## config.mk

```make
export PLATFORM = sky130hd
export DESIGN_NAME = auto_scaled_diverging_colormap
export DESIGN_NICKNAME = d
export VERILOG_FILES = /design/src/asdc_pkg.sv /design/src/asdc_alu.sv /design/src/asdc_mul.sv /design/src/asdc_core.sv /design/src/auto_scaled_diverging_colormap.sv
export SDC_FILE = /design/constraint.sdc
export NUM_CORES = 1
export LEC_CHECK = 0
export BUFFER_PORTS_ARGS = -buffer_cell sky130_fd_sc_hd__buf_2
export CAP_MARGIN = 20
export CORE_UTILIZATION = 30
export DETAILED_ROUTE_END_ITERATION = 8
export HOLD_SLACK_MARGIN = 0.02
export SYNTH_ARGS = -nofsm -noshare
export SYNTH_HDL_FRONTEND = slang
export SYNTH_SLANG_ARGS = --single-unit
```

## constraint.sdc

```tcl
create_clock -name clk -period 16.5 [get_ports clk]
set_input_delay 2.475 -clock clk [delete_from_list [all_inputs] [get_ports clk]]
set_output_delay 2.475 -clock clk [all_outputs]
set_load 0.05 [all_outputs]
```

## src/asdc_pkg.sv

```systemverilog
`timescale 1ns / 1ps
`default_nettype none

package asdc_pkg;

	// Default widths of the signed sample and of each color channel.
	localparam int SAMPLE_WIDTH_DEF = 16;
	localparam int COLOR_WIDTH_DEF  = 16;

	// Input command codes, carried in bit 0 of the input tuser.
	localparam logic CMD_SCAN = 1'b0;
	localparam logic CMD_MAP  = 1'b1;

	// Control from the stream front end to the arithmetic core.
	typedef struct packed {
		logic start;
		logic ack;
	} asdc_ctl_t;

	// Status from the arithmetic core back to the front end.
	typedef struct packed {
		logic idle;
		logic done;
	} asdc_sts_t;

endpackage

`default_nettype wire

```

## src/asdc_alu.sv

```systemverilog
`timescale 1ns / 1ps
`default_nettype none

// Shared subtract-and-compare unit used by the divider and the square root steps.
module asdc_alu #(
	parameter int W = 20
) (
	input  wire logic [W-1:0] a,
	input  wire logic [W-1:0] b,
	output logic      [W-1:0] diff,
	output logic              ge
);

	logic [W:0] full;

	assign full = {1'b0, a} - {1'b0, b};
	assign diff = full[W-1:0];
	assign ge   = ~full[W];

endmodule

`default_nettype wire

```

## src/asdc_mul.sv

```systemverilog
`timescale 1ns / 1ps
`default_nettype none

// Shared multiplier with a registered product.
module asdc_mul #(
	parameter int W = 20
) (
	input  wire logic           clk,
	input  wire logic [W-1:0]   a,
	input  wire logic [W-1:0]   b,
	output logic      [2*W-1:0] p_q
);

	always_ff @(posedge clk) begin
		p_q <= (2*W)'(a) * (2*W)'(b);
	end

endmodule

`default_nettype wire

```

## src/asdc_core.sv

```systemverilog
`timescale 1ns / 1ps
`default_nettype none

module asdc_core
	import asdc_pkg::*;
#(
	parameter int SAMPLE_WIDTH = SAMPLE_WIDTH_DEF,
	parameter int COLOR_WIDTH  = COLOR_WIDTH_DEF
) (
	input  wire logic                    clk,
	input  wire logic                    arst_n,
	input  wire asdc_ctl_t               ctl,
	input  wire logic [SAMPLE_WIDTH-1:0] mag,
	input  wire logic                    neg,
	input  wire logic [SAMPLE_WIDTH-1:0] peak,
	output asdc_sts_t                    sts,
	output logic      [COLOR_WIDTH-1:0]  red,
	output logic      [COLOR_WIDTH-1:0]  green,
	output logic      [COLOR_WIDTH-1:0]  blue,
	output logic                         zero_peak
);

	localparam int SW    = SAMPLE_WIDTH;
	localparam int F     = COLOR_WIDTH;
	localparam int AW    = (SW + 1 > F + 4) ? SW + 1 : F + 4;
	localparam int MW    = F + 4;
	localparam int CNT_W = $clog2(F + 1);
	localparam int WW    = 2 * F + 5;
	// Reciprocal of 5 scaled by 2^(F+6); exact floor for any dividend below 2^(F+3).
	localparam logic [MW-1:0] RECIP = MW'(((64'd1 << (F + 6)) + 64'd4) / 64'd5);
	localparam logic [F+2:0]  RED_LIMIT = (F+3)'(5) << F;

	localparam logic [3:0] ST_IDLE = 4'd0;
	localparam logic [3:0] ST_CAP  = 4'd1;
	localparam logic [3:0] ST_DIV  = 4'd2;
	localparam logic [3:0] ST_SQRT = 4'd3;
	localparam logic [3:0] ST_MUL  = 4'd4;
	localparam logic [3:0] ST_FIN  = 4'd5;
	localparam logic [3:0] ST_RMUL = 4'd6;
	localparam logic [3:0] ST_RFIN = 4'd7;
	localparam logic [3:0] ST_DONE = 4'd8;

	logic [3:0]       state_q;
	logic [CNT_W-1:0] cnt_q;
	logic [SW:0]      rem_q;
	logic [SW-1:0]    div_q;
	logic             neg_q;
	logic [F+1:0]     q_q;
	logic [2*F+1:0]   xs_q;
	logic [F+1:0]     rr_q;
	logic [F:0]       res_q;
	logic [F+2:0]     u_q;
	logic             usat_q;
	logic [F-1:0]     red_q;
	logic [F-1:0]     green_q;
	logic [F-1:0]     blue_q;
	logic             zp_q;

	logic [AW-1:0]    alu_a;
	logic [AW-1:0]    alu_b;
	logic [AW-1:0]    alu_diff;
	logic             alu_ge;
	logic [MW-1:0]    mul_a;
	logic [MW-1:0]    mul_b;
	logic [2*MW-1:0]  mul_p;

	logic [F+1:0]     q_next;
	logic [SW-1:0]    rem_next;
	logic [F+3:0]     sq_shift;
	logic [2*F+2:0]   q2;
	logic [WW-1:0]    t7;
	logic [WW-1:0]    g3;
	logic [F+2:0]     u_next;
	logic [F+2:0]     g_neg;
	logic [F+2:0]     g_pos;
	logic [F-1:0]     s_sat;

	asdc_alu #(.W(AW)) u_alu (
		.a    (alu_a),
		.b    (alu_b),
		.diff (alu_diff),
		.ge   (alu_ge)
	);

	asdc_mul #(.W(MW)) u_mul (
		.clk (clk),
		.a   (mul_a),
		.b   (mul_b),
		.p_q (mul_p)
	);

	// Operand selection for the shared compare unit.
	assign sq_shift = {rr_q, xs_q[2*F+1:2*F]};
	always_comb begin
		unique case (state_q)
			ST_CAP: begin
				alu_a = AW'(rem_q);
				alu_b = AW'({div_q, 1'b0});
			end
			ST_SQRT: begin
				alu_a = AW'(sq_shift);
				alu_b = AW'({res_q, 2'b01});
			end
			default: begin
				alu_a = AW'(rem_q);
				alu_b = AW'(div_q);
			end
		endcase
	end

	assign mul_a = (state_q == ST_RMUL) ? MW'(u_q) : MW'(q_q);
	assign mul_b = (state_q == ST_RMUL) ? RECIP : MW'(q_q);

	assign q_next   = {q_q[F:0], alu_ge};
	assign rem_next = alu_ge ? alu_diff[SW-1:0] : rem_q[SW-1:0];

	// Channel terms formed from q squared and the square root.
	assign q2     = mul_p[2*F+2:0];
	assign t7     = (WW'(q2) << 3) - WW'(q2);
	assign g3     = (WW'(q2) << 1) + WW'(q2) + (WW'(res_q) << F);
	assign u_next = t7[2*F+4:F+2];
	assign g_neg  = g3[2*F+4:F+2];
	assign g_pos  = q2[2*F+2:F];
	assign s_sat  = res_q[F] ? {F{1'b1}} : res_q[F-1:0];

	always_ff @(posedge clk or negedge arst_n) begin
		if (!arst_n) begin
			state_q <= ST_IDLE;
		end else begin
			unique case (state_q)
				ST_IDLE: begin
					if (ctl.start) begin
						state_q <= (peak == '0) ? ST_DONE : ST_CAP;
					end
				end
				ST_CAP: begin
					state_q <= alu_ge ? ST_SQRT : ST_DIV;
				end
				ST_DIV: begin
					if (cnt_q == '0) begin
						state_q <= ST_SQRT;
					end
				end
				ST_SQRT: begin
					if (cnt_q == '0) begin
						state_q <= ST_MUL;
					end
				end
				ST_MUL:  state_q <= ST_FIN;
				ST_FIN:  state_q <= neg_q ? ST_RMUL : ST_DONE;
				ST_RMUL: state_q <= ST_RFIN;
				ST_RFIN: state_q <= ST_DONE;
				ST_DONE: begin
					if (ctl.ack) begin
						state_q <= ST_IDLE;
					end
				end
				default: state_q <= ST_IDLE;
			endcase
		end
	end

	always_ff @(posedge clk) begin
		unique case (state_q)
			ST_IDLE: begin
				rem_q   <= (SW+1)'(mag);
				div_q   <= peak;
				neg_q   <= neg;
				zp_q    <= (peak == '0);
				red_q   <= '0;
				green_q <= '0;
				blue_q  <= '0;
			end
			ST_CAP: begin
				cnt_q <= CNT_W'(F);
				rr_q  <= '0;
				res_q <= '0;
				if (alu_ge) begin
					// The quotient is at least two: clamp it, every live channel saturates anyway.
					q_q  <= (F+2)'(1) << (F + 1);
					xs_q <= {(F+2)'(1) << (F + 1), {F{1'b0}}};
				end else begin
					q_q <= '0;
				end
			end
			ST_DIV: begin
				q_q   <= q_next;
				rem_q <= {rem_next, 1'b0};
				xs_q  <= {q_next, {F{1'b0}}};
				cnt_q <= (cnt_q == '0) ? CNT_W'(F) : cnt_q - 1'b1;
			end
			ST_SQRT: begin
				xs_q  <= xs_q << 2;
				rr_q  <= alu_ge ? alu_diff[F+1:0] : sq_shift[F+1:0];
				res_q <= {res_q[F-1:0], alu_ge};
				cnt_q <= cnt_q - 1'b1;
			end
			ST_FIN: begin
				u_q    <= u_next;
				usat_q <= (u_next >= RED_LIMIT);
				if (neg_q) begin
					green_q <= (|g_neg[F+2:F]) ? {F{1'b1}} : g_neg[F-1:0];
					blue_q  <= s_sat;
				end else begin
					red_q   <= s_sat;
					green_q <= (|g_pos[F+2:F]) ? {F{1'b1}} : g_pos[F-1:0];
					blue_q  <= '0;
				end
			end
			ST_RFIN: begin
				red_q <= usat_q ? {F{1'b1}} : mul_p[F+6 +: F];
			end
			default: begin
			end
		endcase
	end

	assign sts.idle  = (state_q == ST_IDLE);
	assign sts.done  = (state_q == ST_DONE);
	assign red       = red_q;
	assign green     = green_q;
	assign blue      = blue_q;
	assign zero_peak = zp_q;

`ifndef SYNTH
	a_start_idle: assert property (@(posedge clk) disable iff (!arst_n)
		ctl.start |-> sts.idle)
		else $error("core started while busy");

	a_zero_peak_done: assert property (@(posedge clk) disable iff (!arst_n)
		(ctl.start && peak == '0) |=> (sts.done && zero_peak))
		else $error("zero peak did not finish at once");

	a_ack_done: assert property (@(posedge clk) disable iff (!arst_n)
		(sts.done && ctl.ack) |=> sts.idle)
		else $error("core did not return to idle after hand-off");
`endif

endmodule

`default_nettype wire

```

## src/auto_scaled_diverging_colormap.sv

```systemverilog
`timescale 1ns / 1ps
`default_nettype none

// Diverging colormap with automatic peak scaling. A frame of signed samples is
// streamed in twice. During the scan pass (tuser bit 0 low) the block keeps the
// peak magnitude of the frame; tuser bit 1 marks the first sample and restarts the
// peak. Scan transactions produce no output and are taken one per clock while the
// core is idle. During the map pass (tuser bit 0 high) every sample is divided by
// the peak and turned into red, green and blue in unsigned Q0.COLOR_WIDTH:
// positive values run from black through yellow, negative values through blue,
// and channels saturate at full scale. If the peak is zero the color is black and
// tuser of the output is set. A mapped sample holds the input off until the core
// hands its color to the output register: a range check, a bit-per-cycle restoring
// divide and a bit-per-cycle square root, both running on a single shared
// subtract-and-compare unit, squaring on one shared multiplier, a reciprocal
// multiply for a negative sample, and the hand-off. A sample at or beyond twice
// the peak skips the divide. A zero-peak map goes straight to the hand-off. The
// input is not ready while the core works; a finished color sits in the output
// register so the next sample can be taken while the downstream side stalls.
module auto_scaled_diverging_colormap
	import asdc_pkg::*;
#(
	parameter int SAMPLE_WIDTH = SAMPLE_WIDTH_DEF,
	parameter int COLOR_WIDTH  = COLOR_WIDTH_DEF
) (
	input  wire logic                                  clk,
	input  wire logic                                  arst_n,
	input  wire logic                                  s_axis_tvalid,
	output logic                                       s_axis_tready,
	// tdata: sample, then zero padding to whole bytes.
	input  wire logic [((SAMPLE_WIDTH+7)/8)*8-1:0]     s_axis_tdata,
	// tuser: bit 0 command, bit 1 first.
	input  wire logic [1:0]                            s_axis_tuser,
	output logic                                       m_axis_tvalid,
	input  wire logic                                  m_axis_tready,
	// tdata: red, green, blue from the lowest bit up, then zero padding.
	output logic      [((3*COLOR_WIDTH+7)/8)*8-1:0]    m_axis_tdata,
	// tuser: bit 0 zero_peak.
	output logic      [0:0]                            m_axis_tuser
);

	localparam int SW    = SAMPLE_WIDTH;
	localparam int F     = COLOR_WIDTH;
	localparam int OUT_W = ((3 * F + 7) / 8) * 8;

	asdc_ctl_t        ctl;
	asdc_sts_t        sts;
	logic [SW-1:0]    sample;
	logic             sample_neg;
	logic [SW-1:0]    mag;
	logic [SW-1:0]    peak_q;
	logic             in_acc;
	logic             is_map;
	logic             out_load;
	logic [F-1:0]     red;
	logic [F-1:0]     green;
	logic [F-1:0]     blue;
	logic             zero_peak;
	logic             m_valid_q;
	logic [OUT_W-1:0] m_data_q;
	logic             m_user_q;

	assign sample     = s_axis_tdata[SW-1:0];
	assign sample_neg = sample[SW-1];
	// Two's complement negation; the most negative sample becomes 2^(SW-1) unsigned.
	assign mag        = sample_neg ? (~sample + 1'b1) : sample;

	assign s_axis_tready = sts.idle;
	assign in_acc        = s_axis_tvalid && s_axis_tready;
	assign is_map        = (s_axis_tuser[0] == CMD_MAP);

	// Peak tracking on scan transactions; a first flag restarts it at this sample.
	always_ff @(posedge clk or negedge arst_n) begin
		if (!arst_n) begin
			peak_q <= '0;
		end else if (in_acc && !is_map) begin
			if (s_axis_tuser[1] || (mag > peak_q)) begin
				peak_q <= mag;
			end
		end
	end

	assign ctl.start = in_acc && is_map;
	assign out_load  = sts.done && (!m_valid_q || m_axis_tready);
	assign ctl.ack   = out_load;

	asdc_core #(
		.SAMPLE_WIDTH (SAMPLE_WIDTH),
		.COLOR_WIDTH  (COLOR_WIDTH)
	) u_core (
		.clk       (clk),
		.arst_n    (arst_n),
		.ctl       (ctl),
		.mag       (mag),
		.neg       (sample_neg),
		.peak      (peak_q),
		.sts       (sts),
		.red       (red),
		.green     (green),
		.blue      (blue),
		.zero_peak (zero_peak)
	);

	// Output register decouples the core from downstream back-pressure.
	always_ff @(posedge clk or negedge arst_n) begin
		if (!arst_n) begin
			m_valid_q <= 1'b0;
		end else if (out_load) begin
			m_valid_q <= 1'b1;
		end else if (m_axis_tready) begin
			m_valid_q <= 1'b0;
		end
	end

	always_ff @(posedge clk) begin
		if (out_load) begin
			m_data_q <= OUT_W'({blue, green, red});
			m_user_q <= zero_peak;
		end
	end

	assign m_axis_tvalid   = m_valid_q;
	assign m_axis_tdata    = m_data_q;
	assign m_axis_tuser[0] = m_user_q;

`ifndef SYNTH
	a_map_busy: assert property (@(posedge clk) disable iff (!arst_n)
		(in_acc && is_map) |=> !s_axis_tready)
		else $error("input still ready after a map transaction");

	a_first_restart: assert property (@(posedge clk) disable iff (!arst_n)
		(in_acc && !is_map && s_axis_tuser[1]) |=> (peak_q == $past(mag)))
		else $error("first scan sample did not restart the peak");

	a_no_overwrite: assert property (@(posedge clk) disable iff (!arst_n)
		(m_valid_q && !m_axis_tready) |-> !out_load)
		else $error("pending output overwritten");
`endif

endmodule

`default_nettype wire

```

; Word level (Yosys, flattened, before mapping)
; Index checks and enable logic that the tools add are counted.
[word_totals]
mem_bits_rw = 0
latchBits = 0
register_bits = 303
memories = 0
romBits = 0
input_bits = 22
[op_classes]
mux = 36
bitwise = 2
n_addsub = 6
n_reduce_logical = 24
shift = 0
n_lt_le_gt_ge = 2
div = 0
n_eq_ne = 14
n_mul = 1
[op_table]
columns = cell, n
row1 = $mux 16, 9
row2 = $pmux 34 s3, 1
row3 = $pmux 18 s2, 2
row4 = $pmux 17 s2, 2
row5 = $pmux 16 s2, 2
row6 = $pmux 16 s3, 1
row7 = $mux 20, 2
row8 = $mul 19x20->38, 1
row9 = $pmux 19 s2, 1
row10 = $add 36x35->37, 1
row11 = $add 37x33->37, 1
row12 = $sub 37x35->37, 1
row13 = $mux 18, 2
row14 = $pmux 4 s9, 1
row15 = $mux 34, 1
row16 = $mux 4, 6
row17 = $sub 20x19->21, 1
row18 = $ge 19x19->1 const B, 1
row19 = $mux 19, 1
row20 = $add 16x1->16 const B, 1
row21 = $eq 4x3->1 const B, 4
row22 = $gt 16x16->1, 1
row23 = $logic_not 16->1, 1
row24 = $not 16->16, 1
row25 = 20 further kinds, 40

; Depth between registers and ports, before layout
; Gate-level depths: netlist of the first run.
[logic_depth]
depth_word = 6
ltp_mapped = 32
ltp_nobuf = 29

; Hierarchy
; A second synthesis of the first run with hierarchy kept.
[hier_totals]
hier_cells = 3141
hier_area_um2 = 30415.4
[by_module_without_submodules]
columns = mod, instances, cells_each, area_per_inst_um2
row1 = asdc_mul, 1, 1586, 14266.2
row2 = asdc_core, 1, 1141, 11796.3
row3 = auto_scaled_diverging_colormap, 1, 251, 3218.1
row4 = asdc_alu, 1, 163, 1134.8

; Worst setup path before layout of the first run
; No wires, ideal clock.
[synth_path]
path_kind = register to register
start = reg u_core.state_q[3]
end = reg u_core.u_mul.p_q[28]
required_ns = 16.377
period_less_slack_ns = 7.351
slack_ns = 9.149
t_arrival_ns = 7.228
path_buffers = 4
setup_time_ns = 0.123
stages_incl_launch_ff = 31
path_cell_list = dfrtp_1 > clkbuf_1 > nand2b_1 > or2_2 > clkbuf_1 > clkbuf_1 > clkbuf_1 > a21oi_1 > or2_2 > fa_1 > inv_1 > fa_1 > inv_1 > fa_1 > inv_1 > fa_1 > fa_1 > inv_1 > fa_1 > inv_1 > ha_1 > a21oi_1 > o21ai_0 > a21o_1 > a21o_1 > a21o_1 > a2111oi_0 > o21ai_0 > a21oi_1 > o21bai_1 > xor2_1
[synth_via]
elab_chain_len = 3
elab_cells_between_ends = 4
cone_classes = 1 x mul / 1 x eq/ne / 2 x mux
[synth_rtl]
columns = item, line_no
row1 = "start, declared", asdc_core.sv:43  ; logic [3:0] state_q;
row2 = "start signal, assigned", asdc_core.sv:133  ; state_q <= (peak == '0) ? ST_DONE : ST_CAP;
row3 = "start signal, assigned", asdc_core.sv:137  ; state_q <= alu_ge ? ST_SQRT : ST_DIV;
row4 = "start signal, assigned", asdc_core.sv:150  ; ST_FIN: state_q <= neg_q ? ST_RMUL : ST_DONE;
row5 = $eq 4x3->1 (*), "asdc_core.sv:111, asdc_core.sv:112"
row6 = $mux 19 / $mux 20 (equally long branches), "asdc_core.sv:111, asdc_core.sv:112"
row7 = $mul 19x20->38 (*), asdc_mul.sv:15  ; p_q <= (2*W)'(a) * (2*W)'(b);
row8 = "end signal, assigned", asdc_mul.sv:15
row9 = "end, declared", asdc_mul.sv:11  ; output logic [2*W-1:0] p_q
; Every way passes the cells marked *; elsewhere a longest branch is shown, timed or not.
; A chain may end at the register's enable or synchronous reset.

; Final worst setup path of the first run
[layout_path]
start = reg u_core.state_q[0]
end = reg u_core.u_mul.p_q[33]
; The elaborated chain is that of the path after synthesis.

==> reports/metrics.yaml, run 1 <==
finalSetupViolCount: 0
synth_cell_area_um2: 27500
crit_buf_inv: 5
worst-path-stages: 27
seq_area_frac_synth_pct: 29.6
die_ht_um: 304
report.final.slew_viol_count: 0
ys_async_sr_fraction_pct: 7.32
filler_cell_count: 9309
buffer_depth_of_the_longest_clock_path: 3
timing.critical_path.to_type: "register"
finalWorstPathRequiredPeriod_ns: 8.73
floorplan.io_pins: 73
max_slew.worst_pin.slew_ns: 1.03
period_share_pct: 52.9
wl_um: 76500
count_of_flip_flops_with_a_built_in_enable_after_synthesis: 228
synth_cell_type_count: 74
cts-htree-levels: 1
holdBufCountCts: 0
synth.ff_latch_count: 287
worst_setup_path_type: "register to register"
firstDrtPassIters: 5
critical_path.top_delay_family: "adder cells"
timing.final.ws_setup_ns: 7.77
area_growth_pct: 10.0
holdCritPathClass: "register to register"
antenna_found_initial: 0
drt_via_density: 4.91
grt_usage_pct: 16.7
clock_latency_reported_for_the_late_side_of_the_worst_skew_pair_ns: 0.57
drt-initial-drc-count: 1696
wl_met1_um: 33600
required_ns: 16.95
dominantRegCellSynth: "edfxtp_1"
status: "complete, no violations"
clock_skew_ns: 0.0181
critical-path-top-cell-by-count: "fa_1"
post-route-drc-count: 0
fmax_mhz: 115
antenna_left: 0
timing.setup.tns_ns: 0
cts_inserted_buffers: 31
grt_max_degree: 84
hpwlAfterDp_um: 59400
crit_path_top_delay_cell: "and2_1"
unrepaired_setup_endpoints_after_global_routing: "false"
initial_core_util_pct: 30.4
placementRows: 110
wl_met2_um: 35200
worst_slew_margin_rel_pct: 30.6
synth_cells: 2802
avgRoutedWirePerCell_um: 18.9
coreArea_um2: 90300
regArea_um2: 8130
multi_input_comb_area_um2: 17100
post_cts_resize_count: 0
floorplan.die.width_um: 304
detailroute.via_count: 19866
num_antenna_cells: 0
post_synthesis_average_cell_area_um2: 9.80
synth_warnings: 0
cts.reportedPaths.clkPinSlew_ns: 0.07
worst_setup_timing_slack_at_the_placement_stage_ns: 7.87
worstPathArrival_ns: 9.19
post_cts_buffers: 0
tritoncts_clock_tree: "done"
finalHoldViolCount: 0
grt_overflow_total: 0
top_layer_used: "met4"
cpPeakStageDelay_ns: 0.65
cts-root-buf: "clkbuf_16"
buffer_ports.inserted: 72
post_route_cells_drive_above_1_share_pct: 7.29
final_net_count: 3427
dr_wl_met3_um: 5650
critical_path_startpoint_category: "register"
r2r.worst_path.cells: 27
crit_path_max_fanout: 83
grt_pass1_vias: 20596
worst_hold_path.num_cells: 0
grt_first_pass_wirelength_um: 121000
clock-sinks: 287
max_cap_violations: 0
floorplan.die_area_um2: 92700
place.gp.congestion: 0.941
==> worst reg2reg max path, stage by stage, from the launching register on <==
cell and delay (ns):
dfrtp_1 0.64, nand2b_1 0.24, or2_2 0.21, buf_4 0.63
and2_1 0.66, inv_1 0.24, nand2_1 0.28, nand2_1 0.12
fa_1 0.56, inv_1 0.06, fa_1 0.50, fa_1 0.62
fa_1 0.43, fa_1 0.54, inv_1 0.06, fa_1 0.48
inv_1 0.04, ha_1 0.35, a21o_1 0.21, a21o_1 0.18
a21o_1 0.17, a21oi_1 0.22, nor2_1 0.08, o21ai_0 0.22
a21oi_1 0.10, o41ai_1 0.45, o211ai_1 0.18, o221a_2 0.15
==> Yosys cell counts, drive strengths merged, types with 11 or more instances <==
| cell | n | area (µm²) |
|---|---|---|
| and2 | 59 | 369 |
| mux2i | 18 | 180 |
| nand4 | 16 | 100 |
| nand2b | 23 | 144 |
| dfrtp | 21 | 526 |
| nor3 | 25 | 130 |
| nor4 | 14 | 87.6 |
| o21ai | 66 | 330 |
| edfxtp | 228 | 6850 |
| xnor2 | 73 | 639 |
| dfxtp | 38 | 761 |
| fa | 322 | 6450 |
| or3 | 12 | 75.1 |
| nand2 | 294 | 1100 |
| and3 | 69 | 432 |
| or2 | 20 | 125 |
| o21bai | 13 | 101 |
| mux2 | 17 | 191 |
| inv | 505 | 1900 |
| clkbuf | 89 | 334 |
| a21o | 58 | 435 |
| nor2 | 210 | 788 |
| ha | 240 | 3000 |
| xor2 | 23 | 201 |
| nor2b | 19 | 119 |
| o31ai | 11 | 82.6 |
| o22ai | 22 | 138 |
| o21a | 21 | 158 |
| nand3 | 30 | 150 |
| a21oi | 139 | 707 |
| a31oi | 21 | 131 |
==> cells in the final DEF (no fill, tap or decap), drive strengths merged, types with 25 or more instances in the layout <==
cell    count
edfxtp    228
and3       69
clkbuf     34
nor2      210
fa        322
ha        240
and2       59
a21oi     139
nor3       25
xnor2      73
nand3      30
a21o       58
inv       513
o21ai      66
dfxtp      38
buf        98
nand2     294
==> path summary, 6_finish.rpt <==
check,startpoint,end,slack [ns]
worst max-delay path,u_core.state_q[0],u_core.u_mul.p_q[33],7.77
worst min-delay path,u_core.blue[4],m_axis_tdata[36],0.42
worst max register to register,u_core.state_q[0],u_core.u_mul.p_q[33],7.77
worst min register to register,u_core.blue[4],m_axis_tdata[36],0.42
max in group asynchronous,arst_n,u_core.state_q[1],14.24
min in group asynchronous,arst_n,peak_q[11],1.89
==> cells by family (layout without fill, tap and decap cells) <==
| group | count (synthesis) | after routing | synth area share, % |
|---|---|---|---|
| AND/OR/NAND/NOR | 808 | 808 | 13.7 |
| buffers and inverters | 603 | 661 | 8.33 |
| adder cells (fa/ha/maj) | 562 | 562 | 34.4 |
| AO/OA/AOI/OAI | 409 | 409 | 9.47 |
| flip-flops | 287 | 287 | 29.6 |
| XOR/XNOR | 96 | 96 | 3.06 |
| multiplexers | 35 | 35 | 1.35 |
| other | 2 | 9 | 0.0274 |
==> flip-flops by register name, summed over array words and instances (netlist names), 4 cells and up <==
name	flops
u_core.state_q	4
u_core.rem_q	17
u_core.red	16
u_core.cnt_q	5
u_core.u_q	19
u_core.res_q	17
u_core.rr_q	18
u_core.u_mul.p_q	38
u_core.div_q	16
m_axis_tdata	48
peak_q	16
u_core.xs_q	18
u_core.green	16
u_core.blue	16
u_core.q_q	18
==> routing by layer <==
metal | global-route usage (%) | up-vias
li1 | - | 9246
met1 | 23.1 | 9803
met2 | 27.1 | 697
met3 | 2.52 | 120
met4 | 4.15 | 0
met5 | 0 | -
==> layout make-up <==
| class | count | area share, % |
|---|---|---|
| Sequential cell | 287 | 26.9 |
| Tap cell | 1176 | 4.87 |
| Timing Repair Buffer | 99 | 1.86 |
| Clock buffer | 33 | 2.59 |
| Clock inverter | 24 | 0.808 |
| Multi-Input combinational cell | 1919 | 56.7 |
| Inverter | 505 | 6.28 |
==> metrics by stage <==
step / instances / hold slack (ns) / util (%) / cell area [µm²]
global placement: 3985 / 0.402 / 32.3 / 29200
detailed placement: 3985 / 0.406 / 32.3 / 29200
global route: 4043 / 0.429 / 33.4 / 30200
CTS: 4042 / 0.417 / 33.4 / 30200
floorplan: 2809 / 0.400 / - / 27500
finish: 4043 / 0.417 / 33.4 / 30200
Power of run 1 is left out: the tool's default activity adds up to more than one toggle a clock period on the data nets, which glitch-free logic cannot reach.
==> run 2, diff against run 1 <==
- clock period: 16.5 -> 8.21 ns (I/O delays scaled with it)
==> run 2 against run 1 <==
First-iteration DRC count down 9.6%. Die area unchanged. Worst setup slack worse by 7.4 ns. Global-route usage up 0.23 points. Register-to-register slack worse by 7.4 ns. Worst hold slack worse by 0.0013 ns. Core utilization up 0.16 points. Via count up 1.4%. Count of clock-buffer cells in the layout up 3. Sequential share of layout area down 0.13 points. Critical path depth down 2. Critical endpoint is now u_core.u_mul.p_q[37].
==> reports/metrics.yaml, run 2 (same netlist as run 1, synthesis figures left out) <==
buffer_ports.inserted: 72  # unchanged
required_ns: 8.67  # -8.28 ns
post-route-drc-count: 0  # unchanged
post_route_cells_drive_above_1_share_pct: 8.05  # +0.76 points
wl_um: 78000  # +1.9%
worst_slew_margin_rel_pct: 28.4  # -2.2 points
grt_overflow_total: 0  # unchanged
number_of_flip_flops_under_the_largest_register_name: 48  # unchanged
worst_setup_path_type: "register to register"
die_ht_um: 304  # unchanged
coreArea_um2: 90300  # unchanged
grt_pass1_vias: 20967  # +1.8%
tritoncts_clock_tree: "done"
finalHoldViolCount: 0  # unchanged
crit_path_max_fanout: 32  # -61%
timing.setup.tns_ns: 0  # unchanged
filler_cell_count: 9216  # -1.0%
cts_inserted_buffers: 29  # -6.5%
critical_path_startpoint_category: "register"
unrepaired_setup_endpoints_after_global_routing: "false"
clock_latency_reported_for_the_late_side_of_the_worst_skew_pair_ns: 0.57  # about the same
floorplan.io_pins: 73  # unchanged
avgRoutedWirePerCell_um: 19.2  # +1.3%
grt_first_pass_wirelength_um: 122000  # +1.5%
cts-root-buf: "clkbuf_16"
critical-path-top-cell-by-count: "fa_1"
grt_usage_pct: 16.9  # +0.23 points
drt-initial-drc-count: 1533  # -9.6%
gr-usage-met3_pct: 2.58  # +0.063 points
floorplan.die.width_um: 304  # unchanged
floorplan.die_area_um2: 92700  # unchanged
final_net_count: 3455  # +0.82%
hpwlAfterDp_um: 62100  # +4.5%
clock_skew_ns: 0.0135  # -0.00460 ns
worstPathArrival_ns: 8.33  # -0.86 ns
cts-htree-levels: 1  # unchanged
met2_usage_pct: 27.1  # -0.048 points
cts.reportedPaths.clkPinSlew_ns: 0.07  # about the same
status: "complete, no violations"
firstDrtPassIters: 5  # unchanged
place.gp.congestion: 1.02  # +7.9%
commonest_non_fill_non_tap_cell_in_the_layout: "inv_1"
antenna_left: 0  # unchanged
max_slew.worst_pin.slew_ns: 1.07  # +0.0386 ns
grt_max_degree: 52  # -38%
finalWorstPathRequiredPeriod_ns: 7.87  # -0.865 ns
holdCritPathClass: "register to register"
timing.critical_path.to_type: "register"
placementRows: 110  # unchanged
period_share_pct: 95.8  # +43 points
grtUsageMet1_pct: 23.3  # +0.22 points
finalSetupViolCount: 0  # unchanged
commonest_cells_after_routing_fill_and_taps_aside: "inv_1 (505), fa_1 (322), nand2_1 (294)"
antenna_found_initial: 0  # unchanged
cpPeakStageDelay_ns: 0.55  # -0.10 ns
detailroute.via_count: 20151  # +1.4%
num_antenna_cells: 0  # unchanged
crit_path_top_delay_cell: "fa_1"
fmax_mhz: 127  # +11%
report.final.slew_viol_count: 0  # unchanged
busiest_layer: "met2"
max_cap_violations: 0  # unchanged
clock-sinks: 287  # unchanged
buffer_depth_of_the_longest_clock_path: 3  # unchanged
initial_core_util_pct: 30.4  # unchanged
drt_via_density: 4.95  # +0.76%
area_growth_pct: 10.5
-- run 2: cell count changes in the layout (fill, tap and decap cells not counted), sizes merged --
cell	delta
clkinv	+1
clkinvlp	-2
inv	-5
clkbuf	+2
buf	+31
-- run 2: layout make-up --
class | count | area (µm²) | share of cell area, %
clock buffer | 36 | 762 | 2.51
multi-input combinational | 1919 | 17100 | 56.4
clock inverter | 18 | 165 | 0.544
inverter | 505 | 1900 | 6.25
sequential | 287 | 8130 | 26.8
tap | 1176 | 1470 | 4.85
timing repair buffer | 129 | 808 | 2.66
-- run 2: final timing paths --
kind                                        endpoint         startpoint  cells past startpoint  slack, ns
worst max-delay path            u_core.u_mul.p_q[37]  u_core.state_q[3]                     25       0.34
worst min-delay path                m_axis_tdata[11]     u_core.red[11]                      0       0.42
worst max register to register  u_core.u_mul.p_q[37]  u_core.state_q[3]                     25       0.34
worst min register to register      m_axis_tdata[11]     u_core.red[11]                      0       0.42
max in group asynchronous                  peak_q[1]             arst_n                      1       7.18
min in group asynchronous          u_core.state_q[3]             arst_n                      1       0.66
-- run 2: per-layer routing --
metal | vias to the layer above | wire, µm
met3 | 144 | 5470
met2 | 757 | 35300
li1 | 9300 | -
met5 | - | 0
met1 | 9950 | 34700
met4 | 0 | 2500
-- run 2: worst max-delay path: cells and delay by family (launching register included) --
kind	cells	cell delay (ns)
fa+ha+maj	7	3.28
compound gates	8	2.21
simple gates	5	1.41
buf+inv	5	0.44
flops	1	0.38
-- run 2: timing repair --
action                                  in CTS  in global routing
endpoints found under the setup margin       0                  8
buffers inserted                             0                  0
hold buffers                                 0                  0
resized for setup                            0                  2
-- run 2: stage by stage --
step / util [%] / hold slack [ns] / std cells / instance area [µm²] / worst slack (ns)
after floorplan: - / 0.400 / 2809 / 27500 / 0.859
after global placement: 32.6 / 0.402 / 4015 / 29400 / 0.413
after detailed placement: 32.6 / 0.405 / 4016 / 29400 / 0.398
after CTS: 33.6 / 0.419 / 4070 / 30300 / 0.325
after global routing: 33.6 / 0.424 / 4070 / 30300 / 0.00356
final: 33.6 / 0.416 / 4070 / 30300 / 0.341
Power of run 2 is left out for the same reason.
